$ cat src/rtl/core/suc_ram.sv
module suc_ram #(
    parameter int WIDTH = 8,
    parameter int DEPTH = 64
) (
    input  logic                                   clk,
    input  logic                                   we,
    input  logic [(DEPTH > 1 ? $clog2(DEPTH) : 1)-1:0] waddr,
    input  logic [WIDTH-1:0]                       wdata,
    input  logic                                   re,
    input  logic [(DEPTH > 1 ? $clog2(DEPTH) : 1)-1:0] raddr,
    output logic [WIDTH-1:0]                       rdata
);

    logic [WIDTH-1:0] mem [DEPTH];

    always_ff @(posedge clk)
    begin
        if (we)
        begin
            mem[waddr] <= wdata;
        end
        if (re)
        begin
            rdata <= mem[raddr];
        end
    end

endmodule

$ cat config.mk
export PLATFORM = sky130hd
export DESIGN_NAME = suc_ram
export DESIGN_NICKNAME = d
export VERILOG_FILES = /design/src/rtl/core/suc_ram.sv
export SDC_FILE = /design/constraint.sdc
export NUM_CORES = 1
export LEC_CHECK = 0
export CAP_MARGIN = 10
export CORE_MARGIN = 1.5
export CORE_UTILIZATION = 40
export CTS_CLUSTER_DIAMETER = 60
export CTS_CLUSTER_SIZE = 28
export DETAILED_ROUTE_END_ITERATION = 16
export DONT_BUFFER_PORTS = 1
export SYNTH_ARGS = -nofsm -noshare
export SYNTH_HDL_FRONTEND = slang
export SYNTH_SLANG_ARGS = --single-unit
$ cat constraint.sdc
create_clock -name clk -period 4.4 [get_ports clk]
set_input_delay 0.88 -clock clk [delete_from_list [all_inputs] [get_ports clk]]
set_output_delay 0.88 -clock clk [all_outputs]
set_load 0.01 [all_outputs]
==> qor.csv <==
metric,value,unit
grt_max_degree,138,
fmax,443,MHz
powerDensity,414,mW/mm2
power_leakage,6.49,nW
crit_arrival,2.60,ns
cts.sinks,520,
synth_area,0.0202,mm2
grt_pass1_wl,65400,um
fillers,4324,
setup-tns-final,0,ns
hold_path_class,primary input to flip-flop,
cts-root-buf,clkbuf_16,
relSlewSlack,35.6,%
synth.most_common_cell,edfxtp_1,
ys.flop_type,edfxtp_1,
clk_latency,0.61,ns
die-area,0.0520,mm2
finalWorstSetupSlack,2.14,ns
clock_power_share,36.1,%
slew_violations,0,
start_util,40.4,%
cts_hold_buf,0,
antenna_cells,0,
synth.area.top_cells,"edfxtp_1 (77%), mux4_2 (14%), nor2_1 (1.5%)",
setup_violations,0,
wl,43900,um
hpwlAfterDp,25200,um
synth_top_cell_area_share,77.1,%
synth_enable_flop_cells,520,
io_buffers,0,
post_cts_buffers,0,
ys_warn_count,0,
cts_tree,done,
ir_worst_vdd,0.338,mV
first_pass_iters,5,
status,completed,
drv_cap,0,
vias_per_cell,5.69,
areaGrowthSynthToFinish,8.01,%
ys_top_cells_by_count,"edfxtp_1 (520), mux4_2 (126), nor2_1 (83), mux2i_1 (23), nand2_1 (19)",
tightest_slew,0.962,ns
clk_pin_slew,0.09,ns
wl_per_cell,27.1,um
place.gp.congestion,0.749,
postRouteAntennaNets,0,
synthCells,940,
endpoint_kind,flip-flop,
grt_use_total,17.0,%
worst_hold_slack,0.376,ns
ys_ff_latch,520,
core_area,0.0501,mm2
nets,947,
crit_path_max_fanout,137,
p_sw,0.00186,W
num_vias,9215,
drive_above_1_share,21.0,%
reg2regPathDepth,5,
final.min_clock_period,2.26,ns
switching_share,20.6,%
dp_slack,1.55,ns
drtIter0Drc,1048,
avgSynthCellArea,21.5,um2
comb_power_share,3.1,%
yosysTopAreaCell,edfxtp_1,
cts_max_path_buffers,3,
finalCritPeriodShare,51.3,%
ys_seq_area_share,77.1,%
crit_required,4.74,ns
die_h,228,um
cts_buffers,31,
dieWidth,228,um
critPathKind,primary input to flip-flop,
rsz0062_at_grt,no,
htreeDepth,1,
synth.net_count,963,
hold_depth,0,
seqPwrFrac,60.8,%
finClkSkew,0.0211,ns
async_flop_share,0,%
p_int,0.00718,W
drc,0,
cp-start-kind,primary input,
rows,82,
io_pins,31,
grt_pass1_vias,9438,
grt_antenna_before_repair,0,
hold_viol,0,
grt_overflow,0,
cts.repair.resized,0,
ys_types,39,
## through the flow
step,power (W),area [um2],cells,util (%)
finish,0.00904,21900,1620,43.7
global placement,0.00589,20800,1563,41.5
CTS,0.00910,21900,1620,43.7
global route,0.00929,21900,1620,43.7
detailed placement,0.00590,20800,1563,41.5
floorplan,0.00590,20200,940,-
## critical path, stage by stage
cell	delay [ns]
mux4_2	0.54
mux2_2	0.27
o221a_2	0.27
nor3_1	0.33
o32ai_1	0.15
## cells in the final DEF, fill, tap and decap left out, types with 2 or more instances in the layout
cell type     n
a211oi_1      4
o41ai_1       2
clkbuf_16    31
nand2b_1      7
o21ai_1       2
nand4_1       2
nand3_1      13
o221a_2       2
clkinv_8      2
edfxtp_1    520
a22oi_1       3
buf_4         2
mux2_2       13
inv_8         4
mux4_2      126
o21ai_0       2
nand3b_1      3
nor2_1       83
mux2i_1      23
o2bb2ai_1     3
o221ai_1      8
o21a_1        2
bufinv_16     3
nor3_1        7
nand2_1      19
a21oi_1       3
nor4_1        2
a2111oi_0     2
a221oi_1      6
o32ai_1       2
o2111ai_1     3
clkinv_4      5
inv_6         8
clkinvlp_4    3
nor2b_1      14
o22ai_1       8
## final timing paths
check / endpoint / from / slack (ns)
setup / recovery: rdata[4]$_DFFE_PP_ / raddr[0] / 2.14
setup reg to reg: rdata[4]$_DFFE_PP_ / mem[24][4]$_DFFE_PP_ / 2.28
hold reg to reg: rdata[2]$_DFFE_PP_ / mem[35][2]$_DFFE_PP_ / 0.96
hold / removal: mem[9][4]$_DFFE_PP_ / wdata[4] / 0.38
## area by class of cell
cell class	instances	area (um2)	area share, %
clock inverters	26	308	1.41
flip-flops and latches	520	15600	71.4
repair buffers	2	15.0	0.0687
multi-input cells	369	4320	19.7
well taps	672	841	3.84
clock buffers	31	776	3.55
## power groups by stage
stage / clock [W] / sequential [W] / combinational, W
6_report: 0.00326 / 0.00550 / 0.000279
5_1_grt: 0.00349 / 0.00551 / 0.000295
4_1_cts: 0.00332 / 0.00550 / 0.000282
3_5_place_dp: 0 / 0.00562 / 0.000282
3_3_place_gp: 0 / 0.00562 / 0.000279
2_1_floorplan: 0 / 0.00561 / 0.000292
## registers in the layout, indices dropped and copies added, names as in the netlist
name   flops
mem      512
rdata      8
## logic make-up (layout without fill, tap and decap cells)
logic type / Yosys count / after routing / share of synthesized area [%]
DFF: 520 / 520 / 77.1
buffers and inverters: 51 / 59 / 1.56
and+or+nand+nor: 153 / 153 / 3.37
muxes: 162 / 162 / 15.9
AOI/OAI and AO/OA: 54 / 54 / 2.06
## metal layers
| layer | GRT usage (%) | share of wire, % |
|---|---|---|
| met2 | 27.5 | 48 |
| met4 | 3.79 | 1.8 |
| met1 | 24.7 | 44 |
| met3 | 2.29 | 5.7 |
| met5 | 0 | 0 |
No activity file was read; power rests on OpenSTA's default activity.
